$ cat src/rtl/sapq_pkg.sv
// ----------------------------------------------------------------------------
// sapq_pkg
// Types, sizes and helpers for the sorted array priority queue.
// ----------------------------------------------------------------------------
package sapq_pkg;

    localparam int CAPACITY     = 64;
    localparam int KEY_BITS     = 16;
    localparam int PAYLOAD_BITS = 16;
    localparam int CNT_BITS     = $clog2(CAPACITY + 1);
    localparam int TREE_FANIN   = 8;

    typedef enum logic [1:0] {
        REQ_ENQ  = 2'd0,
        REQ_DEQ  = 2'd1,
        REQ_PEEK = 2'd2,
        REQ_FIND = 2'd3
    } t_req_type;

    typedef struct packed {
        t_req_type               req_type;
        logic [KEY_BITS-1:0]     key;
        logic [PAYLOAD_BITS-1:0] payload;
    } t_req;

    typedef struct packed {
        logic                    ok;
        logic [KEY_BITS-1:0]     out_key;
        logic [PAYLOAD_BITS-1:0] out_payload;
        logic [CNT_BITS-1:0]     count;
    } t_rsp;

    typedef struct packed {
        logic enq;
        logic deq;
        logic find;
    } t_cell_ctl;

    // Width of a given level of the OR reduction tree.
    function automatic int tree_width(int w0, int lvl);
        int w;
        w = w0;
        for (int i = 0; i < lvl; i++) begin
            w = (w + TREE_FANIN - 1) / TREE_FANIN;
        end
        return w;
    endfunction

    // Number of registered levels needed to reduce w0 bits to one.
    function automatic int tree_levels(int w0);
        int w;
        int n;
        w = w0;
        n = 0;
        for (int i = 0; i < 32; i++) begin
            if (w > 1) begin
                w = (w + TREE_FANIN - 1) / TREE_FANIN;
                n = n + 1;
            end
        end
        if (n < 1) begin
            n = 1;
        end
        return n;
    endfunction

endpackage

$ cat src/rtl/sapq_cell.sv
// ----------------------------------------------------------------------------
// sapq_cell
// One slot of the sorted chain: holds a key and payload, shifts down on
// insert, up on removal, and flags a key match for a find.
// ----------------------------------------------------------------------------
module sapq_cell #(
    parameter int KEY_BITS     = sapq_pkg::KEY_BITS,
    parameter int PAYLOAD_BITS = sapq_pkg::PAYLOAD_BITS
) (
    input  logic                    i_clk,
    input  sapq_pkg::t_cell_ctl     i_ctl,
    input  logic                    i_occ,
    input  logic [KEY_BITS-1:0]     i_new_key,
    input  logic [PAYLOAD_BITS-1:0] i_new_payload,
    input  logic                    i_above_held,
    input  logic [KEY_BITS-1:0]     i_above_key,
    input  logic [PAYLOAD_BITS-1:0] i_above_payload,
    input  logic [KEY_BITS-1:0]     i_below_key,
    input  logic [PAYLOAD_BITS-1:0] i_below_payload,
    output logic                    o_held,
    output logic [KEY_BITS-1:0]     o_key,
    output logic [PAYLOAD_BITS-1:0] o_payload,
    output logic                    o_match
);

    logic [KEY_BITS-1:0]     r_key;
    logic [KEY_BITS-1:0]     n_key;
    logic [PAYLOAD_BITS-1:0] r_payload;
    logic [PAYLOAD_BITS-1:0] n_payload;
    logic                    r_match;

    // Chain is descending from slot 0; strictly larger keys keep their place.
    assign o_held = i_occ && (r_key > i_new_key);

    always_comb begin
        n_key     = r_key;
        n_payload = r_payload;
        if (i_ctl.enq && !o_held) begin
            if (i_above_held) begin
                n_key     = i_new_key;
                n_payload = i_new_payload;
            end else begin
                n_key     = i_above_key;
                n_payload = i_above_payload;
            end
        end else if (i_ctl.deq) begin
            n_key     = i_below_key;
            n_payload = i_below_payload;
        end
    end

    always_ff @(posedge i_clk) begin
        r_key     <= n_key;
        r_payload <= n_payload;
        if (i_ctl.find) begin
            r_match <= i_occ && (r_key == i_new_key);
        end
    end

    assign o_key     = r_key;
    assign o_payload = r_payload;
    assign o_match   = r_match;

endmodule

$ cat config.mk
export PLATFORM = sky130hd
export DESIGN_NAME = sapq_cell
export DESIGN_NICKNAME = d
export VERILOG_FILES = /design/src/rtl/sapq_pkg.sv /design/src/rtl/sapq_cell.sv
export SDC_FILE = /design/constraint.sdc
export NUM_CORES = 1
export LEC_CHECK = 0
export BUFFER_PORTS_ARGS = -buffer_cell sky130_fd_sc_hd__clkbuf_2
export CAP_MARGIN = 20
export CORE_MARGIN = 8
export CORE_UTILIZATION = 35
export DETAILED_ROUTE_END_ITERATION = 10
export PLACE_DENSITY = 0.69
export SYNTH_ARGS = -nofsm -noshare
export SYNTH_HDL_FRONTEND = slang
export SYNTH_SLANG_ARGS = --single-unit
$ cat constraint.sdc
create_clock -name i_clk -period 4.57 [get_ports i_clk]
set_input_delay 0.914 -clock i_clk [delete_from_list [all_inputs] [get_ports i_clk]]
set_output_delay 0.914 -clock i_clk [all_outputs]
set_load 0.05 [all_outputs]
==> results of run 1 <==
==> layout make-up <==
type                    instances  area [sq um]
repair buffers                139         705.7
inverters                      17         63.81
clock buffers                   6         72.57
flip-flops and latches         33         991.0
clock inverters                 2         33.78
multi-input cells             109          1245
well taps                      80         100.1
fillers                       623          3432
==> Yosys cell counts <==
cell type	n	area share, %
nor3_1	2	0.43
nor4_1	1	0.27
and4_1	1	0.37
o21a_1	1	0.32
a21oi_1	5	1.1
or2_1	1	0.27
clkbuf_1	4	0.64
or3_1	1	0.27
and3_1	1	0.27
nand4_1	2	0.53
nor2b_1	2	0.53
buf_6	3	1.4
mux2_1	3	1.4
edfxtp_1	33	42
o32ai_4	1	1.2
a21boi_2	1	0.48
o21ba_2	1	0.43
o211ai_1	3	0.96
inv_1	17	2.7
ha_1	16	8.5
mux2_4	29	19
a211o_1	1	0.37
a21boi_1	1	0.32
nand2_1	3	0.48
o2111ai_2	1	0.64
mux2_2	32	15
==> cell families after synthesis <==
logic type | after synthesis | share of synthesized area (%)
mux | 64 | 35.32
flops | 33 | 42.19
buf+inv | 24 | 4.795
fa+ha+maj | 16 | 8.524
compound gates | 15 | 5.754
simple gates | 14 | 3.410
==> flip-flops by register name, indices dropped and copies added (netlist names) <==
| signal | cells |
|---|---|
| o_key | 16 |
| o_payload | 16 |
| o_match | 1 |
==> power by group through the flow <==
stage / logic [mW] / registers [mW] / clock network, mW
floorplan: 0.193 / 0.585 / 0
finish: 0.480 / 0.416 / 0.271
CTS: 0.488 / 0.417 / 0.280
global placement: 0.479 / 0.419 / 0
global route: 0.515 / 0.422 / 0.292
detailed placement: 0.486 / 0.424 / 0
==> per-stage QoR <==
| step | instances | power, mW | utilization [%] |
|---|---|---|---|
| after floorplan | 166 | 0.7782 | - |
| after global placement | 378 | 0.8980 | 46.74 |
| after detailed placement | 378 | 0.9096 | 46.74 |
| after CTS | 386 | 1.185 | 48.34 |
| after global routing | 386 | 1.229 | 48.34 |
| final | 386 | 1.167 | 48.34 |
==> worst paths after layout <==
path / from / to / slack [ns] / depth (start not counted)
worst max register to register: o_key[15] / o_payload[10] / 1.69 / 7
worst max-delay path: i_new_key[15] / o_held / 0.86 / 9
worst min-delay path: i_ctl[0] / o_match / 0.83 / 1
worst min register to register: o_key[1] / o_match / 0.99 / 3
==> worst max-delay path, stage by stage <==
cell and delay [ns]:
clkbuf_2 0.09, inv_1 0.04, ha_1 0.29, nand4_1 0.21, nor4_1 0.45, a21boi_2 0.30, nor3_1 0.07, nor2b_1 0.14
clkbuf_2 0.30
==> routing by layer <==
layer	routed length, um	part of all wire [%]	GRT usage [%]
met3	600	9.2	6.828
met1	2545	39	14.10
met2	3353	51	24.60
met5	0	0	0
met4	17	0.26	3.118
==> impl_metrics.csv, run 1 <==
group,metric,value,unit
outcome,run_status,"finished clean",
route,wl_per_cell,16.88,um
setup_path,required,3.66,ns
logic_synthesis,synth-seq-cells,33,
power_and_ir_drop,p_leak,1.617,nW
global_route,gr-total-overflow,0,
power_and_ir_drop,p_seq_share,35.6,%
clock_tree,path_clk_slew,0.07,ns
floorplanning,fp.dieArea,0.009587,sq mm
logic_synthesis,syn_nets,284,
route,drt-initial-drc-count,69,
route,drc,0,
power_and_ir_drop,power_frac_comb,41.1,%
power_and_ir_drop,power.density,363.4,mW/mm^2
global_route,first_global_vias,2220,
timing,maxSlewViolCount,0,
cells_and_area,final_nets,423,
floorplanning,io_pins,136,
route,wl,6516,um
timing,whs,0.8257,ns
timing,post-route-period-util,81.14,%
worst_hold_path,hold_class,"primary input to flip-flop",
timing,rsz0062_at_grt,"no",
setup_path,cp-start-kind,"primary input",
clock_tree,post_cts_buffers,0,
global_route,antenna_found_initial,0,
cells_and_area,area_delta_synth_final,36.76,%
route,drtAntennaViolNets,0,
clock_tree,cts.sinks,33,
placement,place.gp.congestion,0.7340,
setup_path,cp.arrival,2.79,ns
timing,hold_violations,0,
logic_synthesis,syn_area,0.002349,sq mm
placement,portBuffers,135,
setup_path,crit_fanout,4,
timing,fin_skew,0.006514,ns
cells_and_area,diodes,0,
clock_tree,cts_tree,"yes",
timing,fin_crit,3.708,ns
clock_tree,h-tree-depth,2,
power_and_ir_drop,ir_worst_vdd,191.0,uV
setup_path,path_class,"primary input to output port",
timing,maxSlewHeadroom,43.42,%
route,avgViaCountPerCell,4.842,
global_route,grt_max_degree,33,
logic_synthesis,synth.distinct_cells,26,
power_and_ir_drop,clkPwrFrac,23.2,%
clock_tree,cts_buffers,5,
logic_synthesis,syn_inst,166,
floorplanning,initial_utilization,35.35,%
floorplanning,die_w,97.92,um
placement,preCtsSetupSlack,0.8432,ns
logic_synthesis,syn_area_per_cell,14.15,sq um
floorplanning,coreArea,0.006644,sq mm
power_and_ir_drop,p_int,0.7383,mW
timing,finalSetupViolCount,0,
floorplanning,num_rows,30,
timing,fin_tns_setup,0,ns
logic_synthesis,ys.warnings.count,0,
power_and_ir_drop,switchingPower,0.4291,mW
setup_path,cp-end-kind,"output port",
timing,fmax,0.2697,GHz
global_route,grtUsageTotal,13.80,%
logic_synthesis,synth_seq_area_share,42.19,%
placement,hpwl,5456,um
cells_and_area,postLayoutCellArea,0.003212,sq mm
power_and_ir_drop,swShare,36.76,%
cells_and_area,final_common_cell,"clkbuf_2",
clock_tree,cts-root-buf,"clkbuf_8",
timing,fin_ws,0.8617,ns
route,detail_route.first_pass.iterations,4,
clock_tree,hold_buffers,0,
global_route,grt_pass1_wl,10630,um
timing,worst_slew_pin_slew,0.8486,ns
cells_and_area,final_cell_mix,"135 x clkbuf_2, 33 x edfxtp_1, 32 x mux2_2",
clock_tree,cts_resized,0,
placement,dpl_cell_area,0.003105,sq mm
floorplanning,fp.dieH,97.92,um
job,cap_violations,0,
route,vias,1869,
clock_tree,clockBufferDepth,2,
cells_and_area,drive_gt1_share,68.63,%
clock_tree,clock_latency,0.28,ns
(Power assumes the default switching activity.)
==> run 2, diff against run 1 <==
==> constraint.sdc (replaced) <==
create_clock -name i_clk -period 3.46 [get_ports i_clk]
set_input_delay 0.692 -clock i_clk [delete_from_list [all_inputs] [get_ports i_clk]]
set_output_delay 0.692 -clock i_clk [all_outputs]
set_load 0.05 [all_outputs]
==> impl_metrics.csv, run 2 (synthesized netlist as in run 1, its figures left out) <==
group,metric,value,unit
timing,fin_tns_setup,0,ns
floorplanning,fp.dieH,97.92,um
route,drtAntennaViolNets,0,
global_route,first_global_vias,2224,
floorplanning,coreArea,0.006644,sq mm
clock_tree,path_clk_slew,0.07,ns
global_route,grt_max_degree,33,
clock_tree,cts_resized,0,
power_and_ir_drop,power.density,497.7,mW/mm^2
global_route,antenna_found_initial,0,
placement,dpl_cell_area,0.003138,sq mm
timing,fin_skew,0.004961,ns
timing,rsz0062_at_grt,"no",
setup_path,cp-end-kind,"output port",
floorplanning,num_rows,30,
timing,worst_slew_pin_slew,0.8618,ns
cells_and_area,multi_input_area,0.001245,sq mm
timing,whs,0.6067,ns
clock_tree,hold_buffers,0,
setup_path,cp.arrival,2.56,ns
timing,finalSetupViolCount,0,
route,wl_per_cell,16.86,um
cells_and_area,final_cell_mix,"135 x clkbuf_2, 33 x edfxtp_1, 32 x mux2_2",
placement,hpwl,5405,um
route,drt-initial-drc-count,19,
floorplanning,die_w,97.92,um
worst_hold_path,min_to,"o_match",
power_and_ir_drop,p_leak,1.646,nW
global_route,grtUsageTotal,13.69,%
setup_path,worst_r2r_path_depth,7,
timing,fmax,0.3080,GHz
cells_and_area,area_delta_synth_final,39.32,%
worst_hold_path,min_path_cells,1,
timing,fin_ws,0.2128,ns
clock_tree,cts_buffers,5,
setup_path,required,2.77,ns
floorplanning,io_pins,136,
floorplanning,fp.dieArea,0.009587,sq mm
setup_path,reg2reg_to,"o_payload[0]",
global_route,gr-total-overflow,0,
route,vias,1836,
cells_and_area,drive_gt1_share,69.38,%
power_and_ir_drop,p_total,1.628,mW
worst_hold_path,hold_class,"primary input to flip-flop",
cells_and_area,num-fill-cells,604,
floorplanning,initial_utilization,35.35,%
power_and_ir_drop,swShare,35.09,%
clock_tree,h-tree-depth,2,
timing,maxSlewHeadroom,42.54,%
timing,fin_crit,3.247,ns
clock_tree,clockBufferDepth,2,
setup_path,crit_fanout,4,
cells_and_area,final_nets,424,
setup_path,cp-startpoint,"i_new_key[15]",
placement,place.gp.congestion,0.7439,
cells_and_area,diodes,0,
power_and_ir_drop,p_int,1.057,mW
route,detail_route.first_pass.iterations,4,
power_and_ir_drop,p_seq_share,33.7,%
power_and_ir_drop,clkPwrFrac,26.7,%
setup_path,cp-start-kind,"primary input",
placement,portBuffers,135,
route,wl,6526,um
outcome,run_status,"finished clean",
clock_tree,post_cts_buffers,0,
cells_and_area,final_common_cell,"clkbuf_2",
clock_tree,cts-root-buf,"clkbuf_8",
cells_and_area,regArea,991.0,sq um
global_route,grt_pass1_wl,10560,um
job,cap_violations,0,
clock_tree,clock_latency,0.29,ns
clock_tree,cts.sinks,33,
timing,post-route-period-util,93.85,%
cells_and_area,postLayoutCellArea,0.003272,sq mm
worst_hold_path,hold_path_startpoint,"i_ctl[0]",
placement,preCtsSetupSlack,0.2082,ns
setup_path,path_class,"primary input to output port",
route,drc,0,
timing,hold_violations,0,
route,avgViaCountPerCell,4.744,
clock_tree,cts_tree,"yes",
power_and_ir_drop,power_frac_comb,39.6,%
power_and_ir_drop,ir_worst_vdd,196.8,uV
setup_path,reg2reg_from,"o_key[15]",
power_and_ir_drop,switchingPower,0.5714,mW
setup_path,reg2reg_slack,0.69,ns
timing,maxSlewViolCount,0,
==> run 2: cell types whose count changed in the layout (fill, tap and decap cells not counted), sizes merged <==
cell    change
clkbuf      -1
bufinv      +1
buf         +1
==> run 2: final cells by class <==
class / count / area share (%)
Inverter: 17 / 1.950
Sequential cell: 33 / 30.29
Multi-Input combinational cell: 109 / 38.05
Tap cell: 80 / 3.059
Timing Repair Buffer: 140 / 22.56
Clock buffer: 5 / 2.103
Clock inverter: 3 / 1.989
==> run 2: through the flow <==
stage / util, % / cells
global placement: 47.23 / 379
global route: 49.25 / 387
detailed placement: 47.23 / 379
finish: 49.25 / 387
floorplan: - / 166
CTS: 49.25 / 387
==> run 2: routing by layer <==
layer	global-route usage, %	share of wire [%]	vias to the layer above
met3	6.259	9.3	6
met1	14.60	40	847
met4	3.237	0.87	0
met2	23.97	50	78
li1	-	-	905
met5	0	0	-
==> run 2: power by group through the flow <==
| stage | registers, mW | logic, mW | clock network (mW) |
|---|---|---|---|
| 2_1_floorplan | 0.773 | 0.255 | 0 |
| 3_3_place_gp | 0.555 | 0.642 | 0 |
| 3_5_place_dp | 0.558 | 0.652 | 0 |
| 4_1_cts | 0.550 | 0.654 | 0.452 |
| 5_1_grt | 0.556 | 0.688 | 0.463 |
| 6_report | 0.549 | 0.644 | 0.435 |
==> run 2: how the worst max path moves through the flow <==
stage / to / depth (start not counted)
2_1_floorplan: o_key[0] / 8
3_3_place_gp: o_held / 9
3_5_place_dp: o_held / 9
4_1_cts: o_held / 9
5_1_grt: o_held / 9
6_report: o_held / 9
==> run 2: critical path: stages <==
cell and delay [ns]:
clkbuf_2 0.09, inv_1 0.04, ha_1 0.29, nand4_1 0.20
nor4_1 0.47, a21boi_2 0.30, nor3_1 0.07, nor2b_1 0.11
clkbuf_2 0.29
==> run 3, diff against run 2 <==
--- a/config.mk
+++ b/config.mk
@@ -9,6 +9,7 @@
 export CAP_MARGIN = 20
 export CORE_MARGIN = 8
 export CORE_UTILIZATION = 35
+export CTS_CLUSTER_DIAMETER = 100
 export DETAILED_ROUTE_END_ITERATION = 10
 export PLACE_DENSITY = 0.69
 export SYNTH_ARGS = -nofsm -noshare
==> constraint.sdc (replaced) <==
create_clock -name i_clk -period 3.46 [get_ports i_clk]
set_input_delay 0.692 -clock i_clk [delete_from_list [all_inputs] [get_ports i_clk]]
set_output_delay 0.692 -clock i_clk [all_outputs]
set_load 0.1 [all_outputs]
==> impl_metrics.csv, run 3 (synthesized netlist as in run 1, its figures left out) <==
group,metric,value,unit
global_route,antenna_found_initial,0,
route,drtAntennaViolNets,0,
global_route,busiest_layer,"met2",
cells_and_area,diodes,0,
setup_path,reg2reg_slack,0.55,ns
setup_path,cp_slowest_stage_delay,0.46,ns
power_and_ir_drop,p_leak,1.604,nW
timing,maxSlewViolCount,0,
floorplanning,fp.dieH,97.92,um
timing,hold_violations,0,
route,drt-initial-drc-count,34,
clock_tree,cts_resized,0,
global_route,grt_pass1_wl,10340,um
setup_path,cp_slowest_cell,"nor4_1",
floorplanning,die_w,97.92,um
floorplanning,fp.dieArea,0.009587,sq mm
setup_path,crit_path_cell_trace,"clkbuf_2 -> inv_1 -> ha_1 -> nand4_1 -> nor4_1 -> a21boi_2 -> nor3_1 -> nor2b_4 -> buf_12",
cells_and_area,final_common_cell,"clkbuf_2",
placement,portBuffers,135,
setup_path,required,2.77,ns
route,vias,1797,
global_route,gr-total-overflow,0,
power_and_ir_drop,p_total,1.700,mW
worst_hold_path,hold_class,"primary input to flip-flop",
timing,maxSlewHeadroom,40.77,%
timing,fmax,0.3110,GHz
setup_path,cp.arrival,2.52,ns
route,wl,6332,um
timing,post-route-period-util,92.93,%
clock_tree,cts.sinks,33,
setup_path,path_class,"primary input to output port",
clock_tree,clockBufferDepth,2,
setup_path,critPathCapture,"o_held",
setup_path,reg2reg_to,"o_payload[15]",
timing,fin_skew,0.004546,ns
clock_tree,post_cts_buffers,0,
setup_path,worst_r2r_path_depth,7,
global_route,grtUsageMet2,22.76,%
clock_tree,hold_buffers,0,
cells_and_area,fin_util,47.98,%
global_route,grtUsageTotal,13.51,%
route,wl_per_cell,16.53,um
clock_tree,cts_buffers,5,
placement,place.gp.congestion,0.7377,
cells_and_area,final_nets,420,
clock_tree,cts-root-buf,"clkbuf_8",
floorplanning,initial_utilization,35.35,%
timing,rsz0062_at_grt,"no",
setup_path,cp-start-kind,"primary input",
outcome,run_status,"finished clean",
timing,whs,0.6099,ns
timing,fin_crit,3.215,ns
floorplanning,num_rows,30,
global_route,first_global_vias,2095,
floorplanning,coreArea,0.006644,sq mm
setup_path,cp-startpoint,"i_new_key[15]",
global_route,use_met3,6.472,%
clock_tree,path_clk_slew,0.07,ns
clock_tree,cts_tree,"yes",
global_route,grt_max_degree,33,
timing,fin_tns_setup,0,ns
clock_tree,clock_latency,0.28,ns
setup_path,reg2reg_from,"o_key[13]",
placement,hpwl,5194,um
global_route,met1_usage,14.52,%
job,cap_violations,0,
setup_path,cp-end-kind,"output port",
route,avgViaCountPerCell,4.692,
cells_and_area,num-fill-cells,628,
timing,finalSetupViolCount,0,
setup_path,crit_fanout,4,
route,detail_route.first_pass.iterations,4,
timing,worst_slew_pin_slew,0.8885,ns
power_and_ir_drop,ir_worst_vdd,216.2,uV
cells_and_area,area_delta_synth_final,35.75,%
floorplanning,io_pins,136,
route,drc,0,
cells_and_area,drive_gt1_share,69.31,%
clock_tree,h-tree-depth,2,
power_and_ir_drop,power.density,533.1,mW/mm^2
cells_and_area,final_cell_mix,"134 x clkbuf_2, 33 x edfxtp_1, 32 x mux2_2",
-- run 3: cell types whose count changed in the layout (fill, tap and decap cells not counted) --
cell       before  now
clkbuf_1        0    1
nor2b_1         2    1
nor2b_4         0    1
clkbuf_2      135  134
clkinv_2        1    2
buf_12          2    1
bufinv_16       2    0
or2_1           1    0
buf_4           3    1
or2_2           0    1
-- run 3: worst min-delay path by stage --
stage | from | to | cells past startpoint
CTS | i_ctl[0] | o_match | 1
global placement | i_ctl[0] | o_match | 1
detailed placement | i_ctl[0] | o_match | 1
floorplan | i_ctl[0] | o_match | 0
global route | i_ctl[0] | o_match | 1
finish | i_ctl[0] | o_match | 1
-- run 3: cell type report --
type,count,area (sq um),share of cell area [%]
Clock buffer,6,72.57,2.276
Clock inverter,2,10.01,0.3140
Inverter,17,63.81,2.002
Multi-Input combinational cell,109,1252,39.29
Sequential cell,33,991.0,31.08
Tap cell,80,100.1,3.140
Timing Repair Buffer,136,698.2,21.90
-- run 3: power breakdown --
part / internal, mW / switching, mW / total, mW / leakage [nW]
clock: 0.140 / 0.145 / 0.284 / 0.0450
sequential: 0.522 / 0.0249 / 0.547 / 0.336
combinational: 0.240 / 0.628 / 0.868 / 1.22
-- run 3: per-layer routing --
metal | wire length [um] | vias to the layer above
met5 | 0 | -
met4 | 85 | 0
met3 | 682 | 7
met2 | 3068 | 83
met1 | 2494 | 810
li1 | - | 897
-- run 3: stage by stage --
stage	std cells	area, sq um	worst slack, ns
2_1_floorplan	166	2356	0.1402
3_3_place_gp	375	3105	0.2403
3_5_place_dp	375	3105	0.09316
4_1_cts	383	3188	0.2394
5_1_grt	383	3188	0.09145
6_report	383	3188	0.2446
-- run 3: critical path, delay by kind of cell --
family	cells	cell delay (ns)
simple gates	4	0.92
buf+inv	3	0.31
compound gates	1	0.30
fa+ha+maj	1	0.28
