--- config.mk ---
export PLATFORM = sky130hd
export DESIGN_NAME = sapq_or_tree
export DESIGN_NICKNAME = d
export VERILOG_FILES = /design/src/rtl/sapq_pkg.sv /design/src/rtl/sapq_or_tree.sv
export SDC_FILE = /design/constraint.sdc
export NUM_CORES = 1
export LEC_CHECK = 0
export BUFFER_PORTS_ARGS = -buffer_cell sky130_fd_sc_hd__buf_4
export CORE_AREA = 2 2 39 41
export CTS_BUF_LIST = sky130_fd_sc_hd__clkbuf_8
export CTS_CLUSTER_SIZE = 28
export DETAILED_ROUTE_END_ITERATION = 8
export DIE_AREA = 0 0 41 43
export PLACE_DENSITY = 0.87
export SYNTH_ARGS = -nofsm -noshare
export SYNTH_HDL_FRONTEND = slang
export SYNTH_SLANG_ARGS = --single-unit
--- constraint.sdc ---
create_clock -name i_clk -period 1.73 [get_ports i_clk]
set_input_delay 0.2595 -clock i_clk [delete_from_list [all_inputs] [get_ports i_clk]]
set_output_delay 0.2595 -clock i_clk [all_outputs]
set_load 0.005 [all_outputs]
--- src/rtl/sapq_pkg.sv ---
// ----------------------------------------------------------------------------
// sapq_pkg
// Types, sizes and helpers for the sorted array priority queue.
// ----------------------------------------------------------------------------
package sapq_pkg;

    localparam int CAPACITY     = 64;
    localparam int KEY_BITS     = 16;
    localparam int PAYLOAD_BITS = 16;
    localparam int CNT_BITS     = $clog2(CAPACITY + 1);
    localparam int TREE_FANIN   = 8;

    typedef enum logic [1:0] {
        REQ_ENQ  = 2'd0,
        REQ_DEQ  = 2'd1,
        REQ_PEEK = 2'd2,
        REQ_FIND = 2'd3
    } t_req_type;

    typedef struct packed {
        t_req_type               req_type;
        logic [KEY_BITS-1:0]     key;
        logic [PAYLOAD_BITS-1:0] payload;
    } t_req;

    typedef struct packed {
        logic                    ok;
        logic [KEY_BITS-1:0]     out_key;
        logic [PAYLOAD_BITS-1:0] out_payload;
        logic [CNT_BITS-1:0]     count;
    } t_rsp;

    typedef struct packed {
        logic enq;
        logic deq;
        logic find;
    } t_cell_ctl;

    // Width of a given level of the OR reduction tree.
    function automatic int tree_width(int w0, int lvl);
        int w;
        w = w0;
        for (int i = 0; i < lvl; i++) begin
            w = (w + TREE_FANIN - 1) / TREE_FANIN;
        end
        return w;
    endfunction

    // Number of registered levels needed to reduce w0 bits to one.
    function automatic int tree_levels(int w0);
        int w;
        int n;
        w = w0;
        n = 0;
        for (int i = 0; i < 32; i++) begin
            if (w > 1) begin
                w = (w + TREE_FANIN - 1) / TREE_FANIN;
                n = n + 1;
            end
        end
        if (n < 1) begin
            n = 1;
        end
        return n;
    endfunction

endpackage

--- src/rtl/sapq_or_tree.sv ---
// ----------------------------------------------------------------------------
// sapq_or_tree
// Registered OR reduction of the per-slot match flags, each level in its own register.
// ----------------------------------------------------------------------------
module sapq_or_tree #(
    parameter int WIDTH = sapq_pkg::CAPACITY
) (
    input  logic             i_clk,
    input  logic [WIDTH-1:0] i_bits,
    output logic             o_any
);

    localparam int NLVL  = sapq_pkg::tree_levels(WIDTH);
    localparam int FANIN = sapq_pkg::TREE_FANIN;

    logic [WIDTH-1:0] r_lvl [NLVL];
    logic [WIDTH-1:0] n_lvl [NLVL];

    for (genvar l = 0; l < NLVL; l++) begin : g_lvl
        localparam int IW = sapq_pkg::tree_width(WIDTH, l);
        localparam int OW = sapq_pkg::tree_width(WIDTH, l + 1);

        logic [WIDTH-1:0] w_src;

        if (l == 0) begin : g_first
            assign w_src = i_bits;
        end else begin : g_next
            assign w_src = r_lvl[l-1];
        end

        always_comb begin
            n_lvl[l] = '0;
            for (int j = 0; j < OW; j++) begin
                for (int k = 0; k < FANIN; k++) begin
                    if (j * FANIN + k < IW) begin
                        n_lvl[l][j] = n_lvl[l][j] | w_src[j * FANIN + k];
                    end
                end
            end
        end

        always_ff @(posedge i_clk) begin
            r_lvl[l] <= n_lvl[l];
        end
    end

    assign o_any = r_lvl[NLVL-1][0];

endmodule

==> tab_implementation.tex, run 1 <==
\begin{tabular}{lr}
\hline
Metric & Value \\
\hline
\multicolumn{2}{l}{\textbf{STA}} \\
Pins Over Slew Limit & 0 \\
Post-route fraction of the period consumed by the critical path & 51.9\% \\
Setup repair after global routing missed its margin & no \\
Final setup viols & 0 \\
Fin. Hold Viols & 0 \\
Tmin final & around 0.90 ns \\
Achievable clock frequency & approximately 1.1 GHz \\
Post-route worst hold slack & 0.210 ns \\
Slew at the pin with the worst max-slew slack & 0.265 ns \\
Fin worst setup slack & roughly 0.83 ns \\
Final setup TNS & 0 ns \\
Clock Skews & between 0.002 and 0.0025 ns \\
Slew Limit Headroom & $\sim$82\% \\
\multicolumn{2}{l}{\textbf{Power}} \\
Cell leakage power & between 0.4 and 0.5 nW \\
Total power after layout & roughly 0.55 mW \\
Pwr dens & between 600 and 700 mW/mm² \\
Worst ir drop on vdd & approximately 0.46 mV \\
\multicolumn{2}{l}{\textbf{Yosys}} \\
Instance count of the mapped netlist & 36 \\
Area fraction in compound gates after synthesis & 0\% \\
Area share of and/or/nand/nor cells after synthesis & between 40\% and 50\% \\
Synth cell types & 3 \\
Share of the yosys chip area belonging to registers & 55.2\% \\
Fraction of synthesized area in multiplexers & 0\% \\
Ys Warns & 0 \\
Netlist area before placement & 327 µm² \\
Post-synthesis sequential element count & 9 \\
Average footprint of a synthesized cell & approximately 9.1 µm² \\
Dominant combinational cell family by area after synthesis & simple AND/OR/NAND/NOR gates \\
Synth Area in XOR/XNOR & 0\% \\
Total nets after synthesis & 101 \\
Area share of fa/ha/maj cells after synthesis & 0\% \\
\multicolumn{2}{l}{\textbf{Die}} \\
DIE HEIGHT & roughly 43 µm \\
Standard-cell rows & 14 \\
Die X-Extent & 41 µm \\
Area enclosed by the die boundary & between 0.0015 and 0.002 mm² \\
Ports & 66 \\
Starting Density & 23.6\% \\
Placeable core region & between 0.001 and 0.0015 mm² \\
\multicolumn{2}{l}{\textbf{Critical path}} \\
Count of buffering cells on the critical path with inverters included & 1 \\
Cell Chain, Critical Path & buf\_4 \\
Arrival @ worst endpoint & approximately 0.64 ns \\
Element type at the critical path end & output pin \\
Highest-delay cell along the critical path & sky130\_fd\_sc\_hd\_\_dfxtp\_1 \\
Biggest cell delay along the critical path & 0.29 ns \\
Crit path kind & flip-flop to output pin \\
Nature of the critical path startpoint & flip-flop \\
Data required time at the worst endpoint & around 1.5 ns \\
Worst-path fanout max & 1 \\
Top cell family by delay on the critical path & flip-flops \\
\multicolumn{2}{l}{\textbf{Global route}} \\
Pin count of the biggest net entering global routing & 6 \\
Overall overflow remaining after global route & 0 \\
Initial antenna violation count & 0 \\
Overall fraction of global-route tracks in use & 15.8\% \\
Via count of the first global-routing pass & 540 \\
First-pass GRT wire length & approximately 1900 µm \\
\multicolumn{2}{l}{\textbf{Final layout}} \\
Max reg flops & 9 \\
Area grow syn2layout & 169\% \\
Cell Count, Final, Fillers Out & 121 \\
Largest registers ranked by flip-flop count & r\_lvl: 9 flops \\
Register ranked first by flip-flop count & r\_lvl \\
Most common cell after layout, fill and taps aside & sky130\_fd\_sc\_hd\_\_buf\_4 \\
Fin util & roughly 64\% \\
Number of nets at the end of the flow & about 170 \\
Count of inserted antenna diode cells & 0 \\
Most frequent cells in the layout & sky130\_fd\_sc\_hd\_\_buf\_4, sky130\_fd\_sc\_hd\_\_nor4\_1, sky130\_fd\_sc\_hd\_\_nand2\_1, sky130\_fd\_sc\_hd\_\_dfxtp\_1, sky130\_fd\_sc\_hd\_\_clkbuf\_8 \\
Cell area after layout & $\sim$880 µm² \\
Proportion of layout cells with a drive suffix above 1 & between 60\% and 70\% \\
\multicolumn{2}{l}{\textbf{Clock network}} \\
Clock slew at the register clock pins of the worst setup and hold paths & roughly 0.040 ns \\
Post-CTS resize count & 0 \\
CTS sink count & 9 \\
Post-CTS Hold Buffers & 0 \\
Post-CTS repair timing setup buffer count & 0 \\
Clock H-tree levels & 1 \\
Clk root buf & sky130\_fd\_sc\_hd\_\_clkbuf\_8 \\
Maximum count of clock buffers along a single path & 2 \\
TritonCTS clock tree & built \\
CTS buffer count & 3 \\
Clk\_lat worst skew & 0.23 ns \\
\multicolumn{2}{l}{\textbf{Detailed routing}} \\
Remaining design rule violation count & 0 \\
Number of iterations in the first detailed-routing pass & 2 \\
Detail Route Antenna Nets & 0 \\
Via-to-Cell Ratio & between 4 and 5 \\
Sum of routed wire length over all layers & between 1000 and 1500 µm \\
Total via count after detailed routing & 559 \\
DR iter-0 viols & 4 \\
Post-DR wirelength/cell & $\sim$9.7 µm \\
\multicolumn{2}{l}{\textbf{Place}} \\
Dpl ws & about 0.83 ns \\
Routability congestion estimate from global placement & $\sim$0.68 \\
Port bufs & 65 \\
Sum of net half-perimeters after detailed placement & between 1000 and 1500 µm \\
Post-Place Cells & $\sim$120 \\
Placed Area & between 800 and 900 µm² \\
\multicolumn{2}{l}{\textbf{Run}} \\
Number of max-cap violations & 0 \\
\multicolumn{2}{l}{\textbf{Status}} \\
Outcome & complete, no violations \\
\multicolumn{2}{l}{\textbf{Hold path}} \\
HP Class & input pin to flip-flop \\
\hline
\end{tabular}
path summary, 6_finish.rpt:
path / startpoint / endpoint / slack [ns] / depth (start not counted)
max: r_lvl[0][8] / o_any / 0.83 / 1
min: i_bits[39] / r_lvl[0][4] / 0.21 / 3
max reg2reg: r_lvl[0][1] / r_lvl[0][8] / 0.97 / 2
min reg2reg: r_lvl[0][7] / r_lvl[0][8] / 0.41 / 2
cell usage after synthesis:
cell type                  n  area share [%]
sky130_fd_sc_hd__dfxtp_1   9              55
sky130_fd_sc_hd__nor4_1   18              34
sky130_fd_sc_hd__nand2_1   9              10
where the power goes:
| part | leakage [nW] | internal (mW) | switching (mW) |
|---|---|---|---|
| Sequential | 0.0729 | 0.209 | 0.000156 |
| Clock | 0.0269 | 0.154 | 0.0755 |
| Combinational | 0.320 | 0.0941 | 0.0224 |
layer usage:
layer / global-route usage [%] / wire length [µm]
met5: 0 / 0
met4: 3.33 / 0
met3: 8.38 / 147
met2: 28.4 / 710
met1: 14.7 / 312
layout make-up:
class	count	area, µm²
Tap cell	16	20.0
Clock inverter	1	3.75
Timing Repair Buffer	65	488
Clock buffer	3	41.3
Multi-Input combinational cell	27	146
Sequential cell	9	180
Fill cell	124	504
kinds of logic (layout without fill, tap and decap cells):
group                  count (synthesis)  in the layout
buffers and inverters                  0             69
DFF                                    9              9
and+or+nand+nor                       27             27
No activity file was read; power rests on OpenSTA's default activity.
==> inputs of run 2 (changes only) <==
--- a/config.mk
+++ b/config.mk
@@ -6,12 +6,12 @@
 export NUM_CORES = 1
 export LEC_CHECK = 0
 export BUFFER_PORTS_ARGS = -buffer_cell sky130_fd_sc_hd__buf_4
-export CORE_AREA = 2 2 39 41
+export CORE_AREA = 2 2 42 44
 export CTS_BUF_LIST = sky130_fd_sc_hd__clkbuf_8
 export CTS_CLUSTER_SIZE = 28
 export DETAILED_ROUTE_END_ITERATION = 8
-export DIE_AREA = 0 0 41 43
-export PLACE_DENSITY = 0.87
+export DIE_AREA = 0 0 44 46
+export PLACE_DENSITY = 0.8
 export SYNTH_ARGS = -nofsm -noshare
 export SYNTH_HDL_FRONTEND = slang
 export SYNTH_SLANG_ARGS = --single-unit
==> constraint.sdc (replaced) <==
create_clock -name i_clk -period 0.8 [get_ports i_clk]
set_input_delay 0.12 -clock i_clk [delete_from_list [all_inputs] [get_ports i_clk]]
set_output_delay 0.12 -clock i_clk [all_outputs]
set_load 0.005 [all_outputs]
==> run 2 against run 1 <==
Net effect: sequential share of layout area about the same; cell count increased by 0.83%; count of clock-buffer cells in the layout unchanged; sequential power increased by 120%; first-iteration DRC count decreased by 100%; design area increased by 0.14%; largest cell class unchanged; largest power group unchanged; highest routed layer is now met4.
==> tab_implementation.tex, run 2 (synthesis results as in run 1) <==
\begin{tabular}{lr}
\hline
Metric & Value \\
\hline
\multicolumn{2}{l}{\textbf{Status}} \\
Outcome & complete, no violations (unchanged) \\
\multicolumn{2}{l}{\textbf{Clock network}} \\
TritonCTS clock tree & built (unchanged) \\
Clock H-tree levels & 1 (unchanged) \\
Post-CTS Hold Buffers & 0 (unchanged) \\
Post-CTS resize count & 0 (unchanged) \\
Maximum count of clock buffers along a single path & 2 (unchanged) \\
Clock slew at the register clock pins of the worst setup and hold paths & 0.04 ns (about the same) \\
Clk\_lat worst skew & 0.23 ns (about the same) \\
Post-CTS repair timing setup buffer count & 0 (unchanged) \\
CTS sink count & 9 (unchanged) \\
Clk root buf & sky130\_fd\_sc\_hd\_\_clkbuf\_8 (unchanged) \\
CTS buffer count & 3 (unchanged) \\
\multicolumn{2}{l}{\textbf{Detailed routing}} \\
Total via count after detailed routing & 562 (was 559) \\
Detail Route Antenna Nets & 0 (unchanged) \\
Post-DR wirelength/cell & 10.1 µm (was 9.67 µm) \\
Remaining design rule violation count & 0 (unchanged) \\
Number of iterations in the first detailed-routing pass & 1 (was 2) \\
Via-to-Cell Ratio & 4.61 (was 4.62) \\
Sum of routed wire length over all layers & 1230 µm (was 1170 µm) \\
DR iter-0 viols & 0 (was 4) \\
\multicolumn{2}{l}{\textbf{Final layout}} \\
Register area & 180 µm² (unchanged) \\
Largest registers ranked by flip-flop count & r\_lvl: 9 flops (unchanged) \\
Cell area after layout & 881 µm² (was 880 µm²) \\
Most frequent cells in the layout & sky130\_fd\_sc\_hd\_\_buf\_4, sky130\_fd\_sc\_hd\_\_nor4\_1, sky130\_fd\_sc\_hd\_\_nand2\_1, sky130\_fd\_sc\_hd\_\_dfxtp\_1, sky130\_fd\_sc\_hd\_\_clkbuf\_8 (unchanged) \\
Area grow syn2layout & 170\% (was 169\%) \\
Filler instances & 141 (was 124) \\
Cell Count, Final, Fillers Out & 122 (was 121) \\
Max reg flops & 9 (unchanged) \\
Most common cell after layout, fill and taps aside & sky130\_fd\_sc\_hd\_\_buf\_4 (unchanged) \\
Number of nets at the end of the flow & 171 (unchanged) \\
Proportion of layout cells with a drive suffix above 1 & 64.8\% (unchanged) \\
Multi-input logic area & 146 µm² (unchanged) \\
Count of inserted antenna diode cells & 0 (unchanged) \\
Register ranked first by flip-flop count & r\_lvl (unchanged) \\
Fin util & 54.6\% (was 63.6\%) \\
\multicolumn{2}{l}{\textbf{Critical path}} \\
Data required time at the worst endpoint & 0.68 ns (was 1.47 ns) \\
Biggest cell delay along the critical path & 0.30 ns (was 0.29 ns) \\
Worst-path fanout max & 1 (unchanged) \\
Nature of the critical path startpoint & flip-flop (unchanged) \\
Element type at the critical path end & output pin (unchanged) \\
Top cell family by delay on the critical path & flip-flops (unchanged) \\
Arrival @ worst endpoint & 0.65 ns (was 0.64 ns) \\
Count of buffering cells on the critical path with inverters included & 1 (unchanged) \\
Highest-delay cell along the critical path & sky130\_fd\_sc\_hd\_\_dfxtp\_1 (unchanged) \\
Crit path kind & flip-flop to output pin (unchanged) \\
Cell Chain, Critical Path & buf\_4 (unchanged) \\
Register-to-register setup slack & 0.06 ns (was 0.97 ns) \\
\multicolumn{2}{l}{\textbf{Global route}} \\
Overall fraction of global-route tracks in use & 13.6\% (was 15.8\%) \\
Overall overflow remaining after global route & 0 (unchanged) \\
First-pass GRT wire length & 1970 µm (was 1910 µm) \\
Pin count of the biggest net entering global routing & 6 (unchanged) \\
Initial antenna violation count & 0 (unchanged) \\
Via count of the first global-routing pass & 536 (was 540) \\
\multicolumn{2}{l}{\textbf{STA}} \\
Pins Over Slew Limit & 0 (unchanged) \\
Fin. Hold Viols & 0 (unchanged) \\
Final setup TNS & 0 ns (unchanged) \\
Setup repair after global routing missed its margin & no (unchanged) \\
Slew at the pin with the worst max-slew slack & 0.241 ns (was 0.265 ns) \\
Post-route fraction of the period consumed by the critical path & between 90\% and 100\% \\
Clock Skews & 0.00150 ns (was 0.00214 ns) \\
Tmin final & about 0.77 ns \\
Post-route worst hold slack & 0.0733 ns (was 0.210 ns) \\
Slew Limit Headroom & 83.8\% (was 82.2\%) \\
Final setup viols & 0 (unchanged) \\
Achievable clock frequency & $\sim$1.3 GHz \\
\multicolumn{2}{l}{\textbf{Place}} \\
Port bufs & 65 (unchanged) \\
Placed Area & 836 µm² (was 835 µm²) \\
Routability congestion estimate from global placement & 0.635 (was 0.678) \\
Post-Place Cells & 118 (was 117) \\
\multicolumn{2}{l}{\textbf{Die}} \\
Starting Density & 20.2\% (was 23.6\%) \\
Area enclosed by the die boundary & 0.00202 mm² (was 0.00176 mm²) \\
Standard-cell rows & 15 (was 14) \\
Die X-Extent & 44 µm (was 41 µm) \\
DIE HEIGHT & 46 µm (was 43 µm) \\
Placeable core region & 0.00161 mm² (was 0.00138 mm²) \\
Ports & 66 (unchanged) \\
\multicolumn{2}{l}{\textbf{Hold path}} \\
HP Class & input pin to flip-flop (unchanged) \\
\multicolumn{2}{l}{\textbf{Run}} \\
Number of max-cap violations & 0 (unchanged) \\
\multicolumn{2}{l}{\textbf{Power}} \\
Cell leakage power & 0.420 nW (unchanged) \\
Worst ir drop on vdd & 1.19 mV (was 0.456 mV) \\
Pwr dens & 1350 mW/mm² (was 631 mW/mm²) \\
\hline
\end{tabular}
run 2: worst paths after layout:
check | cells after the start | to | start
worst max-delay path | 1 | o_any | r_lvl[0][8]
worst min register to register | 2 | r_lvl[0][8] | r_lvl[0][5]
worst min-delay path | 3 | r_lvl[0][3] | i_bits[31]
worst max register to register | 2 | r_lvl[0][8] | r_lvl[0][1]
run 2: metal layers:
layer	vias to the layer above	track usage, %	wire length, µm
li1	282	-	-
met1	241	12.6	320
met2	37	25.3	715
met3	2	6.75	181
met4	0	5.45	11
met5	-	0	0
run 2: power by group:
part / switching [mW] / internal, mW / leakage [nW] / total (mW)
sequential: 0.000380 / 0.452 / 0.0729 / 0.452
combinational: 0.0475 / 0.203 / 0.320 / 0.251
clock: 0.156 / 0.332 / 0.0269 / 0.487
run 2: cell type report:
| class | count | area share (%) |
|---|---|---|
| tap | 17 | 2.41 |
| timing repair buffer | 65 | 55.4 |
| clock buffer | 3 | 4.69 |
| sequential | 9 | 20.5 |
| clock inverter | 1 | 0.426 |
| multi-input combinational | 27 | 16.6 |
run 2: per-stage QoR:
step                      worst slack, ns  total power, mW
after floorplan                    0.0912            0.475
after global placement             0.0547            0.705
after detailed placement           0.0596            0.713
after CTS                          0.0251             1.22
after global routing              0.00133             1.27
final                              0.0340             1.19
run 2: worst register-to-register path, cell delays in order, from the launching register on:
cell                      delay [ns]
sky130_fd_sc_hd__dfxtp_1        0.29
sky130_fd_sc_hd__nor4_1         0.25
sky130_fd_sc_hd__nand2_1        0.08
==> inputs of run 3 (changes only) <==
==> constraint.sdc (replaced) <==
create_clock -name i_clk -period 0.8 [get_ports i_clk]
set_input_delay 0.12 -clock i_clk [delete_from_list [all_inputs] [get_ports i_clk]]
set_output_delay 0.12 -clock i_clk [all_outputs]
set_load 0.02 [all_outputs]
==> run 3 against run 2 <==
Net effect: global-route usage is the same; total power about the same; sequential share of layout area about the same; sequential power barely moved; first-iteration DRC count unchanged.
==> tab_implementation.tex, run 3 (synthesis results as in run 1) <==
\begin{tabular}{lr}
\hline
Metric & Value \\
\hline
\multicolumn{2}{l}{\textbf{Status}} \\
Outcome & complete, no violations (unchanged) \\
\multicolumn{2}{l}{\textbf{STA}} \\
Clock Skews & 0.00139 ns (was 0.00150 ns) \\
Achievable clock frequency & 1.29 GHz (was 1.31 GHz) \\
Fin. Hold Viols & 0 (unchanged) \\
Setup repair after global routing missed its margin & yes (was no) \\
Final setup TNS & 0 ns (unchanged) \\
Pins Over Slew Limit & 0 (unchanged) \\
Slew at the pin with the worst max-slew slack & 0.241 ns (unchanged) \\
Tmin final & 0.777 ns (was 0.766 ns) \\
Slew Limit Headroom & 83.8\% (unchanged) \\
Final setup viols & 0 (unchanged) \\
Post-route fraction of the period consumed by the critical path & 97.1\% (was 95.7\%) \\
Fin worst setup slack & 0.0235 ns (was 0.0340 ns) \\
\multicolumn{2}{l}{\textbf{Hold path}} \\
HP Class & input pin to flip-flop (unchanged) \\
\multicolumn{2}{l}{\textbf{Final layout}} \\
Register ranked first by flip-flop count & r\_lvl (unchanged) \\
Multi-input logic area & 146 µm² (unchanged) \\
Fin util & 54.9\% (was 54.6\%) \\
Area grow syn2layout & 171\% (was 170\%) \\
Register area & 181 µm² (was 180 µm²) \\
Filler instances & 141 (unchanged) \\
Max reg flops & 9 (unchanged) \\
Count of inserted antenna diode cells & 0 (unchanged) \\
Number of nets at the end of the flow & 171 (unchanged) \\
Largest registers ranked by flip-flop count & r\_lvl: 9 flops (unchanged) \\
Proportion of layout cells with a drive suffix above 1 & 65.7\% (was 64.8\%) \\
Most common cell after layout, fill and taps aside & sky130\_fd\_sc\_hd\_\_buf\_4 (unchanged) \\
Most frequent cells in the layout & sky130\_fd\_sc\_hd\_\_buf\_4, sky130\_fd\_sc\_hd\_\_nor4\_1, sky130\_fd\_sc\_hd\_\_nand2\_1 (was sky130\_fd\_sc\_hd\_\_buf\_4, sky130\_fd\_sc\_hd\_\_nor4\_1, sky130\_fd\_sc\_hd\_\_nand2\_1, sky130\_fd\_sc\_hd\_\_dfxtp\_1, sky130\_fd\_sc\_hd\_\_clkbuf\_8) \\
Cell area after layout & 886 µm² (was 881 µm²) \\
\multicolumn{2}{l}{\textbf{Clock network}} \\
CTS buffer count & 3 (unchanged) \\
CTS sink count & 9 (unchanged) \\
Clk\_lat worst skew & 0.23 ns (about the same) \\
Clock H-tree levels & 1 (unchanged) \\
Clock slew at the register clock pins of the worst setup and hold paths & 0.04 ns (about the same) \\
Clk root buf & sky130\_fd\_sc\_hd\_\_clkbuf\_8 (unchanged) \\
Maximum count of clock buffers along a single path & 2 (unchanged) \\
TritonCTS clock tree & built (unchanged) \\
\multicolumn{2}{l}{\textbf{Detailed routing}} \\
Remaining design rule violation count & 0 (unchanged) \\
Post-DR wirelength/cell & 10.1 µm (about the same) \\
Sum of routed wire length over all layers & 1230 µm (about the same) \\
Total via count after detailed routing & 562 (unchanged) \\
Number of iterations in the first detailed-routing pass & 1 (unchanged) \\
Detail Route Antenna Nets & 0 (unchanged) \\
DR iter-0 viols & 0 (unchanged) \\
Via-to-Cell Ratio & 4.61 (unchanged) \\
\multicolumn{2}{l}{\textbf{Critical path}} \\
Arrival @ worst endpoint & 0.66 ns (was 0.65 ns) \\
Worst-path fanout max & 1 (unchanged) \\
Element type at the critical path end & output pin (unchanged) \\
Register-to-register setup slack & 0.06 ns (about the same) \\
Highest-delay cell along the critical path & sky130\_fd\_sc\_hd\_\_dfxtp\_2 (was sky130\_fd\_sc\_hd\_\_dfxtp\_1) \\
Top cell family by delay on the critical path & flip-flops (unchanged) \\
Crit path kind & flip-flop to output pin (unchanged) \\
Count of buffering cells on the critical path with inverters included & 1 (unchanged) \\
Biggest cell delay along the critical path & 0.31 ns (was 0.30 ns) \\
Cell Chain, Critical Path & buf\_6 (was buf\_4) \\
Data required time at the worst endpoint & 0.68 ns (about the same) \\
Nature of the critical path startpoint & flip-flop (unchanged) \\
\multicolumn{2}{l}{\textbf{Global route}} \\
Initial antenna violation count & 0 (unchanged) \\
Overall overflow remaining after global route & 0 (unchanged) \\
Pin count of the biggest net entering global routing & 6 (unchanged) \\
First-pass GRT wire length & 1970 µm (unchanged) \\
Overall fraction of global-route tracks in use & 13.6\% (unchanged) \\
Via count of the first global-routing pass & 536 (unchanged) \\
\multicolumn{2}{l}{\textbf{Die}} \\
DIE HEIGHT & 46 µm (unchanged) \\
Ports & 66 (unchanged) \\
Starting Density & 20.2\% (unchanged) \\
Area enclosed by the die boundary & 0.00202 mm² (unchanged) \\
Die X-Extent & 44 µm (unchanged) \\
Standard-cell rows & 15 (unchanged) \\
Placeable core region & 0.00161 mm² (unchanged) \\
\multicolumn{2}{l}{\textbf{Power}} \\
Total power after layout & 1.19 mW (about the same) \\
Worst ir drop on vdd & 1.19 mV (about the same) \\
Pwr dens & 1340 mW/mm² (was 1350 mW/mm²) \\
Cell leakage power & 0.422 nW (was 0.420 nW) \\
\multicolumn{2}{l}{\textbf{Run}} \\
Number of max-cap violations & 0 (unchanged) \\
\multicolumn{2}{l}{\textbf{Place}} \\
Routability congestion estimate from global placement & 0.635 (unchanged) \\
Dpl ws & 0.0596 ns (unchanged) \\
Port bufs & 65 (unchanged) \\
Placed Area & 836 µm² (unchanged) \\
\hline
\end{tabular}
run 3: area by class of cell:
| class | instances | share of cell area, % |
|---|---|---|
| Tap cell | 17 | 2.40 |
| Multi-Input combinational cell | 27 | 16.5 |
| Sequential cell | 9 | 20.5 |
| Clock inverter | 1 | 0.424 |
| Clock buffer | 3 | 4.66 |
| Timing Repair Buffer | 65 | 55.5 |
run 3: repair_timing:
action	in CTS	in global routing
buffers inserted	0	0
resized for setup	0	2
setup endpoints to repair	0	1
hold buffers	0	0
run 3: power breakdown:
group / switching (mW) / total [mW] / internal, mW
combinational: 0.0475 / 0.251 / 0.203
sequential: 0.000380 / 0.452 / 0.452
clock: 0.155 / 0.487 / 0.332
run 3: final timing paths:
kind,start,cells past startpoint,to
worst max-delay path,r_lvl[0][8],1,o_any
worst min-delay path,i_bits[31],3,r_lvl[0][3]
worst max register to register,r_lvl[0][1],2,r_lvl[0][8]
worst min register to register,r_lvl[0][5],2,r_lvl[0][8]
run 3: layer usage:
layer  track usage [%]  part of all wire (%)
met1              12.6                    26
met2              25.3                    58
met3              6.75                    15
met4              5.45                  0.90
met5                 0                     0
run 3: through the flow:
step	instances	hold WS, ns
after floorplan	36	0.211
after global placement	118	0.302
after detailed placement	118	0.305
after CTS	122	0.0686
after global routing	122	0.0735
final	122	0.0732
